[src/design/mqttd_pkg.sv]
// Shared constants, status codes and result record for the MQTT packet deframer.
package mqttd_pkg;

   localparam int unsigned LEN_DIGITS_DEF  = 4;
   localparam int unsigned DIGIT_W         = 7;
   localparam int unsigned BYTE_W          = 8;
   localparam int unsigned CNT_W           = 17;
   localparam int unsigned MAXLEN_W        = 16;
   localparam int unsigned STATUS_W        = 3;
   localparam logic [MAXLEN_W-1:0] MAX_PAYLOAD_RST = 16'd1024;

   typedef enum logic [STATUS_W-1:0] {
      ST_RECEIVING = 3'd0,
      ST_COMPLETE  = 3'd1,
      ST_BAD_HDR   = 3'd2,
      ST_LEN_ERR   = 3'd3,
      ST_TOO_LONG  = 3'd4
   } status_type;

   typedef struct packed {
      logic [BYTE_W-1:0] out_byte;
      logic [CNT_W-1:0]  byte_index;
      logic              store_byte;
      status_type        status;
      logic [CNT_W-1:0]  packet_len;
   } rsp_type;

endpackage

[src/design/mqttd_step.sv]
// Next-state and result logic for one received byte of the deframer.
module mqttd_step #(
   parameter int unsigned LEN_DIGITS = mqttd_pkg::LEN_DIGITS_DEF,
   parameter int unsigned ACC_W      = 7 * LEN_DIGITS,
   parameter int unsigned PH_W       = $clog2(LEN_DIGITS + 2)
) (
   input  logic [mqttd_pkg::BYTE_W-1:0]   in_byte,
   input  logic [mqttd_pkg::MAXLEN_W-1:0] max_payload,
   input  logic [mqttd_pkg::CNT_W-1:0]    byte_count,
   input  logic [PH_W-1:0]                phase,
   input  logic [ACC_W-1:0]               accum,
   output logic [mqttd_pkg::CNT_W-1:0]    byte_count_in,
   output logic [PH_W-1:0]                phase_in,
   output logic [ACC_W-1:0]               accum_in,
   output mqttd_pkg::rsp_type             rsp
);
   import mqttd_pkg::*;

   localparam int unsigned CMP_W = (ACC_W > MAXLEN_W) ? ACC_W : MAXLEN_W;
   localparam logic [PH_W-1:0] PH_DIGITS = PH_W'(LEN_DIGITS);
   localparam logic [PH_W-1:0] PH_BODY   = PH_W'(LEN_DIGITS + 1);

   logic [CNT_W-1:0] cnt_inc;
   logic [ACC_W-1:0] acc_new;
   logic [PH_W-1:0]  phase_inc;

   assign cnt_inc   = byte_count + CNT_W'(1);
   assign phase_inc = phase + PH_W'(1);

   // Digits arrive least significant first into a cleared accumulator: drop each into its slot.
   always_comb begin
      acc_new = accum;
      for (int i = 0; i < LEN_DIGITS; i++) begin
         if (phase == PH_W'(i)) begin
            acc_new[DIGIT_W*i +: DIGIT_W] = in_byte[DIGIT_W-1:0];
         end
      end
   end

   always_comb begin
      byte_count_in  = byte_count;
      phase_in       = phase;
      accum_in       = accum;
      rsp.out_byte   = in_byte;
      rsp.byte_index = byte_count;
      rsp.store_byte = 1'b0;
      rsp.status     = ST_RECEIVING;
      rsp.packet_len = '0;
      if (byte_count == '0) begin
         if (in_byte[3:0] == 4'h0) begin
            rsp.store_byte = 1'b1;
            byte_count_in  = CNT_W'(1);
            phase_in       = '0;
            accum_in       = '0;
         end else begin
            rsp.status    = ST_BAD_HDR;
            byte_count_in = '0;
            phase_in      = '0;
            accum_in      = '0;
         end
      end else if (phase < PH_DIGITS) begin
         rsp.store_byte = 1'b1;
         byte_count_in  = cnt_inc;
         accum_in       = acc_new;
         if (in_byte[BYTE_W-1]) begin
            phase_in = phase_inc;
            if (phase_inc >= PH_DIGITS) begin
               rsp.status    = ST_LEN_ERR;
               byte_count_in = '0;
               phase_in      = '0;
               accum_in      = '0;
            end
         end else begin
            phase_in = PH_BODY;
            if (CMP_W'(acc_new) > CMP_W'(max_payload)) begin
               rsp.status    = ST_TOO_LONG;
               byte_count_in = '0;
               phase_in      = '0;
               accum_in      = '0;
            end else if (acc_new == '0) begin
               rsp.status     = ST_COMPLETE;
               rsp.packet_len = cnt_inc;
               byte_count_in  = '0;
               phase_in       = '0;
               accum_in       = '0;
            end
         end
      end else if (accum != '0) begin
         rsp.store_byte = 1'b1;
         byte_count_in  = cnt_inc;
         accum_in       = accum - ACC_W'(1);
         if (accum == ACC_W'(1)) begin
            rsp.status     = ST_COMPLETE;
            rsp.packet_len = cnt_inc;
            byte_count_in  = '0;
            phase_in       = '0;
            accum_in       = '0;
         end
      end
   end

endmodule

[src/design/mqtt_packet_deframer.sv]
// MQTT packet deframer: header check, remaining-length decode and payload count.
// Result: a byte's result is registered and shows in the cycle after the byte is accepted.
// Throughput: one byte per cycle while rsp_ready is high; the result register
//   frees as it is taken: a new byte is accepted in the same cycle the old result leaves.
// Reset (synchronous, active high): framing state idle waiting for a header,
//   no result pending, max_payload back to 1024.
module mqtt_packet_deframer #(
   parameter int unsigned LEN_DIGITS = mqttd_pkg::LEN_DIGITS_DEF
) (
   input  logic                             clock,
   input  logic                             reset,
   // configuration write channel
   input  logic                             csr_valid,
   output logic                             csr_ready,
   input  logic [mqttd_pkg::MAXLEN_W-1:0]   csr_max_payload,
   // received byte channel
   input  logic                             req_valid,
   output logic                             req_ready,
   input  logic [mqttd_pkg::BYTE_W-1:0]     req_in_byte,
   // result channel
   output logic                             rsp_valid,
   input  logic                             rsp_ready,
   output logic [mqttd_pkg::BYTE_W-1:0]     rsp_out_byte,
   output logic [mqttd_pkg::CNT_W-1:0]      rsp_byte_index,
   output logic                             rsp_store_byte,
   output logic [mqttd_pkg::STATUS_W-1:0]   rsp_status,
   output logic [mqttd_pkg::CNT_W-1:0]      rsp_packet_len
);
   import mqttd_pkg::*;

   // Remaining length holds LEN_DIGITS base-128 digits; phase also counts the body marker.
   localparam int unsigned ACC_W = DIGIT_W * LEN_DIGITS;
   localparam int unsigned PH_W  = $clog2(LEN_DIGITS + 2);
   localparam logic [PH_W-1:0] PH_BODY = PH_W'(LEN_DIGITS + 1);

   logic [MAXLEN_W-1:0] max_payload_ff;
   logic [CNT_W-1:0]    byte_count_ff, byte_count_in;
   logic [PH_W-1:0]     phase_ff, phase_in;
   logic [ACC_W-1:0]    accum_ff, accum_in;
   logic                rsp_valid_ff;
   rsp_type             rsp_ff, rsp_in;
   logic                req_beat;

   // User must change configuration only while idle (not enforced); each write is taken at once.
   assign csr_ready = 1'b1;

   // Accept a new byte whenever the result register is empty or being drained.
   assign req_ready = !rsp_valid_ff || rsp_ready;
   assign req_beat  = req_valid && req_ready;

   mqttd_step #(
      .LEN_DIGITS (LEN_DIGITS),
      .ACC_W      (ACC_W),
      .PH_W       (PH_W)
   ) u_step (
      .in_byte       (req_in_byte),
      .max_payload   (max_payload_ff),
      .byte_count    (byte_count_ff),
      .phase         (phase_ff),
      .accum         (accum_ff),
      .byte_count_in (byte_count_in),
      .phase_in      (phase_in),
      .accum_in      (accum_in),
      .rsp           (rsp_in)
   );

   // Framing state and the result register advance together on each input beat.
   always_ff @(posedge clock) begin
      if (reset) begin
         max_payload_ff <= MAX_PAYLOAD_RST;
         byte_count_ff  <= '0;
         phase_ff       <= '0;
         accum_ff       <= '0;
         rsp_valid_ff   <= 1'b0;
      end else begin
         if (csr_valid && csr_ready) begin
            max_payload_ff <= csr_max_payload;
         end
         if (req_beat) begin
            byte_count_ff <= byte_count_in;
            phase_ff      <= phase_in;
            accum_ff      <= accum_in;
            rsp_valid_ff  <= 1'b1;
         end else if (rsp_ready) begin
            rsp_valid_ff <= 1'b0;
         end
      end
   end

   // Result payload: load on a beat, hold otherwise.
   always_ff @(posedge clock) begin
      if (req_beat) begin
         rsp_ff <= rsp_in;
      end
   end

   assign rsp_valid      = rsp_valid_ff;
   assign rsp_out_byte   = rsp_ff.out_byte;
   assign rsp_byte_index = rsp_ff.byte_index;
   assign rsp_store_byte = rsp_ff.store_byte;
   assign rsp_status     = rsp_ff.status;
   assign rsp_packet_len = rsp_ff.packet_len;

   // A completed packet ends on the byte just shown.
   assert property (@(posedge clock) disable iff (reset)
      rsp_valid_ff && rsp_ff.status == ST_COMPLETE |->
         rsp_ff.packet_len == rsp_ff.byte_index + CNT_W'(1))
      else $error("packet length does not match final byte index");

   // Only a completed packet carries a length.
   assert property (@(posedge clock) disable iff (reset)
      rsp_valid_ff && rsp_ff.status != ST_COMPLETE |-> rsp_ff.packet_len == '0)
      else $error("packet length set without completion");

   // Idle waiting for a header means the length decoder is cleared too.
   assert property (@(posedge clock) disable iff (reset)
      byte_count_ff == '0 |-> phase_ff == '0 && accum_ff == '0)
      else $error("length state left over while idle");

   // A rejected header is never stored and sits at position zero.
   assert property (@(posedge clock) disable iff (reset)
      rsp_valid_ff && rsp_ff.status == ST_BAD_HDR |->
         !rsp_ff.store_byte && rsp_ff.byte_index == '0)
      else $error("bad header byte marked for storing");

   // An accepted byte always leaves a result behind, and phase stays in range.
   assert property (@(posedge clock) disable iff (reset)
      req_beat |=> rsp_valid_ff && phase_ff <= PH_BODY)
      else $error("accepted byte produced no result");

endmodule
[config.mk]
export PLATFORM = sky130hd
export DESIGN_NAME = mqtt_packet_deframer
export DESIGN_NICKNAME = d
export VERILOG_FILES = /design/src/design/mqttd_pkg.sv /design/src/design/mqttd_step.sv /design/src/design/mqtt_packet_deframer.sv
export SDC_FILE = /design/constraint.sdc
export NUM_CORES = 1
export LEC_CHECK = 0
export ABC_AREA = 1
export BUFFER_PORTS_ARGS = -buffer_cell sky130_fd_sc_hd__buf_2
export CAP_MARGIN = 20
export CELL_PAD_IN_SITES_DETAIL_PLACEMENT = 1
export CELL_PAD_IN_SITES_GLOBAL_PLACEMENT = 2
export CORE_MARGIN = 2
export CORE_UTILIZATION = 34
export CTS_CLUSTER_SIZE = 12
export DETAILED_ROUTE_END_ITERATION = 8
export GPL_ROUTABILITY_DRIVEN = 0
export PLACE_DENSITY_LB_ADDON = 0.15
export REMOVE_ABC_BUFFERS = 1
export SLEW_MARGIN = 0
export SYNTH_ARGS = -nofsm -noshare
export SYNTH_HDL_FRONTEND = slang
export SYNTH_SLANG_ARGS = --single-unit
export TNS_END_PERCENT = 5
[constraint.sdc]
create_clock -name clock -period 5.36 [get_ports clock]
set_clock_uncertainty 0.05 [all_clocks]
set_input_delay 0.268 -clock clock [delete_from_list [all_inputs] [get_ports clock]]
set_output_delay 0.268 -clock clock [all_outputs]
set_load 0.03 [all_outputs]
# Yosys cells after proc, flatten, opt, wreduce, memory -nomap -nowiden

Cells that the tools add are included.

Add/subtract/negate cells: 3
Magnitude comparators: 3
Equality and inequality tests: 4
Mux-type cells: 43
Reduce and logical (&&, ||, !) cells: 13

Operators by type and width:

| kind                                                                  | count |
|---|---|
| 28-bit two-way mux                                                    | 8 |
| 17-bit two-way mux                                                    | 10 |
| 21-bit two-way mux                                                    | 2 |
| 18-bit two-way mux                                                    | 2 |
| 3-bit two-way mux                                                     | 10 |
| 28-bit by 1-bit == test with 1-bit output (second input constant)     | 1 |
| 28-bit by 16-bit greater-than comparator with 1-bit output            | 1 |
| 28-bit logical NOT                                                    | 1 |
| 7-bit two-way mux                                                     | 4 |
| 28-bit nonzero test                                                   | 1 |
| 28-bit by 1-bit subtractor with 28-bit output (second input constant) | 1 |
| 17-bit by 1-bit adder with 17-bit output (second input constant)      | 1 |
| 17-bit logical NOT                                                    | 1 |
| 3-bit by 2-bit == test with 1-bit output (second input constant)      | 2 |
| 3-bit nonzero test                                                    | 2 |
| 4-bit logical NOT                                                     | 1 |
| 1-bit two-way mux                                                     | 4 |
| 2-bit two-way mux                                                     | 2 |
| 4-bit two-way mux                                                     | 1 |
| 3-bit by 1-bit adder with 3-bit output (second input constant)        | 1 |
| 3-bit by 1-bit == test with 1-bit output (second input constant)      | 1 |
| 3-bit >= comparator (second input constant)                           | 1 |
| 3-bit logical NOT                                                     | 1 |
| 3-bit less-than comparator (second input constant)                    | 1 |
| 6 further kinds                                                       | 6 |

Register bits after elaboration: 111

# Logic depth before layout (Yosys ltp)

Gate-level depths: netlist (run 1).

Depth in word-level cells: 8
Mapped depth: 24
Mapped depth without buffers: 23

# By module

Synthesis (run 1) repeated with hierarchy kept, for this count alone.

Cell total of the unflattened synthesis: 1,195
Area total of the unflattened synthesis: 8,032.7 sq um

By module, submodules not included:

| module               | instances | cells an instance | area an instance (sq um) | sequential area each (sq um) |
|---|---|---|---|---|
| mqtt_packet_deframer | 1         | 437               | 4,212.8                  | 2,682.6 |
| mqttd_step           | 1         | 758               | 3,819.9                  | 0.0 |

# Least setup slack after synthesis (run 1)

No wires, ideal clock.

Path type: reg-to-reg
Start: reg rsp_valid_ff (netlist: rsp_valid)
End: reg byte_count_ff[5]
Library setup time: 0.069 ns
Arrival: 3.916 ns
Data required time: 5.241 ns
Path slack: 1.325 ns
Stages on the path, launching flop included: 10
Buffers on the path: 2
Cells stage by stage: dfxtp_1 a21oi_1 nand2_2 buf_6 nor2_4 inv_2 nand2_4 buf_6 nand2_2 a21oi_2

Longest elaborated chain between the ends: 4

Ends and longest elaborated chain:

| what                          | line                       | text |
|---|---|---|
| start, declared               | mqtt_packet_deframer.sv:40 | `logic rsp_valid_ff;` |
| start signal, assigned        | mqtt_packet_deframer.sv:74 | `rsp_valid_ff <= 1'b0;` |
| start signal, assigned        | mqtt_packet_deframer.sv:83 | `rsp_valid_ff <= 1'b1;` |
| start signal, assigned        | mqtt_packet_deframer.sv:85 | `rsp_valid_ff <= 1'b0;` |
| 1-bit logical NOT             | mqtt_packet_deframer.sv:48 | `assign req_ready = !rsp_valid_ff \|\| rsp_ready;` |
| 1-bit logical OR              | mqtt_packet_deframer.sv:48 |  |
| 1-bit logical AND             | mqtt_packet_deframer.sv:49 | `assign req_beat = req_valid && req_ready;` |
| named net req_beat            | mqtt_packet_deframer.sv:42 | `logic req_beat;` |
| 2-bit AND reduction (no line) | n/a                        |  |
| end signal, assigned          | mqtt_packet_deframer.sv:80 | `byte_count_ff <= byte_count_in;` |
| end, declared                 | mqtt_packet_deframer.sv:37 | `logic [CNT_W-1:0] byte_count_ff, byte_count_in;` |

The timed path passes the listed nets, and every way through them passes these cells.
A chain may end at the register's enable or synchronous reset.

# Worst setup path in the final report (run 1)

Start: reg phase_ff[2]
End: reg accum_ff[1]

Longest elaborated chain between the ends: 8
Elaborated cells on any way between the ends: 21
Classes of those cells: add/sub: 1; order compare: 3; eq/ne: 3; mux: 10; reduce/logical: 4

Ends and longest elaborated chain:

| what                                                                                               | line                       | text |
|---|---|---|
| start, declared                                                                                    | mqtt_packet_deframer.sv:38 | `logic [PH_W-1:0] phase_ff, phase_in;` |
| start signal, assigned                                                                             | mqtt_packet_deframer.sv:81 | `phase_ff <= phase_in;` |
| branches (longest 8 deep; another with 28-bit by 16-bit greater-than comparator with 1-bit output) | n/a                        |  |
| end signal, assigned                                                                               | mqtt_packet_deframer.sv:82 | `accum_ff <= accum_in;` |
| end, declared                                                                                      | mqtt_packet_deframer.sv:39 | `logic [ACC_W-1:0] accum_ff, accum_in;` |

Several ways; the timed one is not identified.

==> impl_metrics.ini, run 1 <==
[synth]
ys_seq_elements = 111
syn_avg_cell_area_um2 = 7.455
synth-simple-area-share = 0.2950
synthXorXnorAreaFrac = 0.02505
synth_top_family_by_area = simple AND/OR/NAND/NOR gates
synth-warning-count = 0
synth_compound_area_frac = 0.1245
netlist_instances = 891
ys_seq_area_frac = 0.4038
synthFlopType = dfxtp_1
synth.distinct_cells = 45
muxShareOfSynthArea = 0
syn-cell-area_mm2 = 0.006643
synth-edff-count = 46
synthAdderAreaFrac = 0.04709
synthArstFlopShare = 0

[clock_tree]
cts_setup_buffers = 0
cts_max_level = 3
cts_buffer_depth = 2
clk_latency_ns = 0.37
cts_inserted_buffers = 9
cts_tree = done
postCtsResizedCells = 0
cts-root-buf = clkbuf_16
cts.clk_slew.worst_paths_ns = 0.09
cts_num_sinks = 111
cts-hold-fix-buffers = 0

[drt]
drc = 0
vias = 5884
dr.pass1.iters = 4
wl_per_cell_um = 16.83
first_iter_violations = 304
vias_per_cell = 4.799
drtAntennaViolNets = 0
wl_mm = 20.63

[layout]
antenna_cells = 0
num-fill-cells = 2438
nNetsFinal = 1010
area_delta_synth_final_pct = 13.64
drive_gt1_frac = 0.1779
post-route-util = 0.3904

[flow_run]
maxCapViolCount = 0

[setup_path]
rrSetupSlack_ns = 1.91
arrival_ns = 3.70
path_buf_inv = 3
crit_path_top_delay_cell = dfxtp_1
cp-start-kind = flop
crit_top_cell = nand2_1
critPathTopFamily = simple AND/OR/NAND/NOR gates
r2r_start = phase_ff[2]$_SDFFE_PP0P_
cp_max_fo = 19
required_ns = 5.61
end_kind = flop
critPathLaunch = phase_ff[2]$_SDFFE_PP0P_
slowest_delay_ns = 0.69
worstSetupPathType = flop to flop
cp_cell_sequence = inv_4, nand2_1, nand2_1, nand2_1, inv_1, ha_1, a21oi_1, nor2_1, a211oi_1, nand2_1, nand2_1, nand3_2, nand2_2, nand3_4, inv_4, nand2_1, a21oi_1

[power]
total_power_mw = 2.402
power_density_mw_per_mm2 = 318.2
vdd_ir_drop_max_uv = 182.3
leakagePower_nw = 3.439

[grt]
antenna_found_initial = 0
grt_pass1_wl_mm = 33.01
grt.total_usage = 0.2093
grt-ovfl-total = 0
grt_max_degree = 47
grt_pass1_vias = 5961

[floorplanning]
initial_core_util = 0.3436
std_cell_rows = 51
ios = 78
core_region_area_mm2 = 0.01933
die_w_um = 143.8
dieArea_mm2 = 0.02067
die_h_um = 143.8

[sta]
rsz0062_at_grt = false
drv_slew = 0
fmax_mhz = 290.2
worst_pin_slew_ns = 1.029
slew-limit-headroom = 0.3080
tns_ns = 0
timing.hold.ws_ns = 0.06078
setup_viol_count_final = 0
hold_viol = 0
period_share = 0.6429
min_period_ns = 3.446

[placement]
post-dp-hpwl_mm = 15.59
portBuffers = 76

[min_path]
hp-class = input port to flop
min_from = csr_max_payload[10]

[outcome]
outcome = completed
-- worst reg2reg max path, stage by stage (launching register included) --
cell and delay, ns:
dfxtp_1 0.69, inv_4 0.20, nand2_1 0.28, nand2_1 0.08
nand2_1 0.11, inv_1 0.07, ha_1 0.29, a21oi_1 0.13
nor2_1 0.05, a211oi_1 0.25, nand2_1 0.17, nand2_1 0.10
nand3_2 0.09, nand2_2 0.12, nand3_4 0.15, inv_4 0.29
nand2_1 0.12, a21oi_1 0.14
-- cell families after synthesis --
| family | count (synthesis) |
|---|---|
| xor gates and xnor gates | 19 |
| and+or+nand+nor | 436 |
| adders and majority gates | 25 |
| other | 1 |
| buffers and inverters | 160 |
| DFF | 111 |
| AOI/OAI and AO/OA | 139 |
-- placed cells by master (no fill, tap or decap), types with 3 or more instances in the layout --
cell type | synthesis | routed
a21oi_1 | 55 | 54
a21oi_2 | 20 | 20
a22oi_1 | 3 | 3
a31oi_1 | 4 | 4
buf_2 | 5 | 76
buf_4 | 4 | 4
clkbuf_16 | 0 | 9
dfxtp_1 | 65 | 65
edfxtp_1 | 46 | 46
ha_1 | 25 | 25
inv_1 | 126 | 126
inv_2 | 5 | 5
inv_4 | 3 | 3
nand2_1 | 196 | 196
nand2_2 | 26 | 26
nand3_1 | 61 | 61
nand4_1 | 15 | 15
nor2_1 | 95 | 95
nor2_2 | 5 | 5
nor2_4 | 3 | 3
nor3_1 | 16 | 16
nor4_1 | 6 | 6
o21a_1 | 4 | 4
o21ai_0 | 36 | 36
o21ai_1 | 4 | 4
o21bai_1 | 3 | 3
o31ai_1 | 5 | 5
or2_2 | 3 | 3
xor2_1 | 18 | 18
-- power by group --
part	leakage, nW	switching [mW]	internal (mW)	total, mW
Combinational	2.29	0.479	0.207	0.686
Clock	0.161	0.375	0.384	0.759
Sequential	0.987	0.0315	0.925	0.957
-- final timing paths --
path,end,cells after the start
worst min register to register,max_payload_ff[12]$_SDFFE_PP0P_,2
worst max register to register,accum_ff[1]$_SDFFE_PP0P_,17
worst min-delay path,max_payload_ff[10]$_SDFFE_PP1P_,3
worst max-delay path,accum_ff[1]$_SDFFE_PP0P_,17
-- area by class of cell --
type,count,area [um2],area share
clock buffers,9,225.2,0.02984
clock inverters,7,107.6,0.01425
inverters,134,510.5,0.06763
multi-input cells,620,3281,0.4346
flip-flops and latches,111,2683,0.3554
well taps,265,331.6,0.04393
repair buffers,80,410.4,0.05437
-- layer usage --
layer  up-vias  part of all wire  GRT usage
met1      2760              0.48     0.2862
met3        14             0.029    0.02066
met4         0             0.012    0.05418
met2        94              0.48     0.3541
li1       3016                 -          -
met5         -                 0          0
-- synthesized netlist by cell type (5+ instances only) --
master    instances  area (um2)
nand2_1         196       735.7
inv_1           126       473.0
nor2_1           95       356.6
dfxtp_1          65        1301
nand3_1          61       305.3
a21oi_1          55       275.3
edfxtp_1         46        1381
o21ai_0          36       180.2
nand2_2          26       162.7
ha_1             25       312.8
a21oi_2          20       175.2
xor2_1           18       157.7
nor3_1           16       80.08
nand4_1          15       93.84
clkbuf_1          9       33.78
buf_6             6       67.56
nor4_1            6       37.54
buf_2             5       25.02
inv_2             5       18.77
nor2_2            5       31.28
o31ai_1           5       37.54
-- flip-flops by register name, indices dropped and copies added, names as in the netlist --
register        cells
phase_ff            3
rsp_packet_len     17
rsp_status          3
rsp_store_byte      1
rsp_valid           1
max_payload_ff     16
byte_count_ff      17
accum_ff           28
rsp_byte_index     17
rsp_out_byte        8
-- through the flow --
step / std cells / setup slack [ns] / instance area [um2]
floorplan: 865 / 0.3620 / 6462
global placement: 1210 / 2.017 / 7216
detailed placement: 1210 / 1.914 / 7216
CTS: 1226 / 1.895 / 7548
global route: 1226 / 1.528 / 7548
finish: 1226 / 1.914 / 7548
No activity file was read; power rests on OpenSTA's default activity.
==> run 2: changes to the inputs <==
==> constraint.sdc (replaced) <==
create_clock -name clock -period 3.25 [get_ports clock]
set_clock_uncertainty 0.05 [all_clocks]
set_input_delay 0.1625 -clock clock [delete_from_list [all_inputs] [get_ports clock]]
set_output_delay 0.1625 -clock clock [all_outputs]
set_load 0.03 [all_outputs]
==> run 2 against run 1 <==
  * Register-to-register slack got worse by 1.6 ns
  * Largest cell class unchanged
  * Total power increased by 63%
  * Critical path depth increased by 3
  * Sequential cell count unchanged
  * Wire length about the same
  * Via count increased by 2.1%
  * First-iteration DRC count decreased by 18%
  * Fmax increased by 17%
  * Clock power increased by 48%
  * Core utilization increased by 1.5 points
  * Worst setup slack got worse by 1.6 ns
  * Sequential power increased by 64%
==> impl_metrics.ini, run 2 (synthesis gave the netlist of run 1 again) <==
[sta]
setup_viol_count_final = 0
drv_slew = 0
min_period_ns = 2.949
fmax_mhz = 339.1
worst_pin_slew_ns = 0.7487
slew-limit-headroom = 0.4963
rsz0062_at_grt = false
tns_ns = 0
hold_viol = 0
period_share = 0.9074

[setup_path]
crit_top_cell = nand2_1
rr_endpoint = accum_ff[1]$_SDFFE_PP0P_
cp_cell_sequence = inv_1, ha_1, nand2_4, nand2_1, nand2_1, inv_1, ha_1, nand2_1, nor2_1, a211oi_1, buf_4, nand2_1, nand2_1, nand3_2, nand2_4, nand3_4, inv_4, buf_12, nand2_1, a21oi_1
path_buf_inv = 5
cp-start-kind = flop
r2r_start = phase_ff[0]$_SDFFE_PP0P_
critPathTopFamily = simple AND/OR/NAND/NOR gates
slowest_delay_ns = 0.39
worstSetupPathType = flop to flop
rrSetupSlack_ns = 0.30
reg2reg_depth = 20
end_kind = flop
required_ns = 3.50
crit_path_top_delay_cell = dfxtp_2
arrival_ns = 3.20
cp_max_fo = 15

[layout]
regMostFlops = accum_ff
final_common_cell = nand2_1
antenna_cells = 0
nNetsFinal = 1041
drive_gt1_frac = 0.2026
area_delta_synth_final_pct = 17.93
layout_common_cells = 195 x nand2_1, 125 x inv_1, 92 x nor2_1, 76 x buf_2, 63 x dfxtp_1
num-fill-cells = 2445
fin_cells = 1257
largest_reg_flops = 28

[drt]
vias = 6005
drc = 0
highest_layer = met4
wl_per_cell_um = 16.40
vias_per_cell = 4.777
dr.pass1.iters = 4
first_iter_violations = 248
drtAntennaViolNets = 0
met2WireLength_mm = 9.885
wl_met3_um = 447
routedLengthMet1_mm = 9.918
wl_mm = 20.62

[grt]
grt_max_degree = 47
grt.total_usage = 0.2084
grt-ovfl-total = 0
grt_pass1_vias = 6120
antenna_found_initial = 0
grt_pass1_wl_mm = 33.01

[floorplanning]
ios = 78
core_region_area_mm2 = 0.01933
std_cell_rows = 51
dieArea_mm2 = 0.02067
die_h_um = 143.8
initial_core_util = 0.3436
die_w_um = 143.8

[placement]
portBuffers = 76
post-dp-hpwl_mm = 15.93
dp.cells = 1231

[power]
leakagePower_nw = 3.584
vdd_ir_drop_max_uv = 270.3
power_density_mw_per_mm2 = 501.0

[clock_tree]
cts_inserted_buffers = 9
cts_num_sinks = 111
cts.clk_slew.worst_paths_ns = 0.08
cts_buffer_depth = 2
cts_max_level = 3
cts_tree = done
clk_latency_ns = 0.37
cts-root-buf = clkbuf_16

[min_path]
hold_depth = 3
hp-class = input port to flop
min_from = csr_max_payload[13]
holdPathEnd = max_payload_ff[13]$_SDFFE_PP0P_

[outcome]
outcome = completed

[flow_run]
maxCapViolCount = 0
-- run 2: changes by cell type in the layout (fill, tap and decap cells not counted), sizes merged --
cell / delta
buf: +22
bufinv: -1
inv: +1
dlygate4sd3: +9
-- run 2: worst register-to-register path: cells and delay by family, from the launching register on --
kind,cells,cell delay [ns]
compound gates,2,0.30
flops,1,0.39
simple gates,11,0.97
fa+ha+maj,2,0.58
buf+inv,5,0.59
-- run 2: area by class of cell --
class                      count  area (um2)  share of cell area
inverter                     134       510.5             0.06517
tap                          265       331.6             0.04233
clock inverter                 7       63.81            0.008146
multi-input combinational    620        3339              0.4263
clock buffer                   9       225.2             0.02875
timing repair buffer         111       678.2             0.08657
sequential                   111        2685              0.3428
-- run 2: worst max path at each step --
| stage | startpoint | end | slack [ns] | cells after the start |
|---|---|---|---|---|
| finish | phase_ff[0]$_SDFFE_PP0P_ | accum_ff[1]$_SDFFE_PP0P_ | 0.30 | 20 |
| global route | phase_ff[0]$_SDFFE_PP0P_ | accum_ff[0]$_SDFFE_PP0P_ | 0.006 | 20 |
| CTS | phase_ff[0]$_SDFFE_PP0P_ | rsp_packet_len[0]$_SDFFCE_PP0P_ | 0.05 | 19 |
| detailed placement | phase_ff[0]$_SDFFE_PP0P_ | rsp_packet_len[0]$_SDFFCE_PP0P_ | 0.08 | 19 |
| global placement | phase_ff[0]$_SDFFE_PP0P_ | rsp_status[0]$_SDFFCE_PP0P_ | 0.17 | 19 |
| floorplan | rsp_valid$_SDFFE_PP0P_ | accum_ff[23]$_SDFFE_PP0P_ | -1.75 | 6 |
-- run 2: where the power goes --
part / internal [mW] / leakage [nW] / switching [mW] / total, mW
sequential: 1.53 / 0.988 / 0.0477 / 1.57
clock: 0.539 / 0.142 / 0.586 / 1.12
combinational: 0.411 / 2.46 / 0.815 / 1.23
total: 2.48 / 3.58 / 1.45 / 3.92
-- run 2: layer usage --
metal / GRT usage / vias up
li1: - / 3081
met1: 0.2717 / 2826
met2: 0.3612 / 79
met3: 0.02333 / 19
met4: 0.06502 / 0
met5: 0 / -
-- run 2: timing repair --
item	CTS	global route
resized for setup	0	16
hold buffers	9	0
setup endpoints to repair	0	59
setup buffers	0	1
endpoints found under the hold margin	7	0
-- run 2: per-stage QoR --
stage          hold slack (ns)  setup slack, ns  power (mW)  instance area [um2]    util
6_report               0.02288           0.3011       3.925                 7834  0.4052
3_5_place_dp            0.3341          0.08210       2.817                 7386  0.3820
2_1_floorplan           0.1749           -1.748       2.388                 6462       -
3_3_place_gp            0.3324           0.1679       2.805                 7386  0.3820
5_1_grt                0.02798         0.006317       4.173                 7834  0.4052
4_1_cts                0.01247          0.04584       3.964                 7765  0.4016
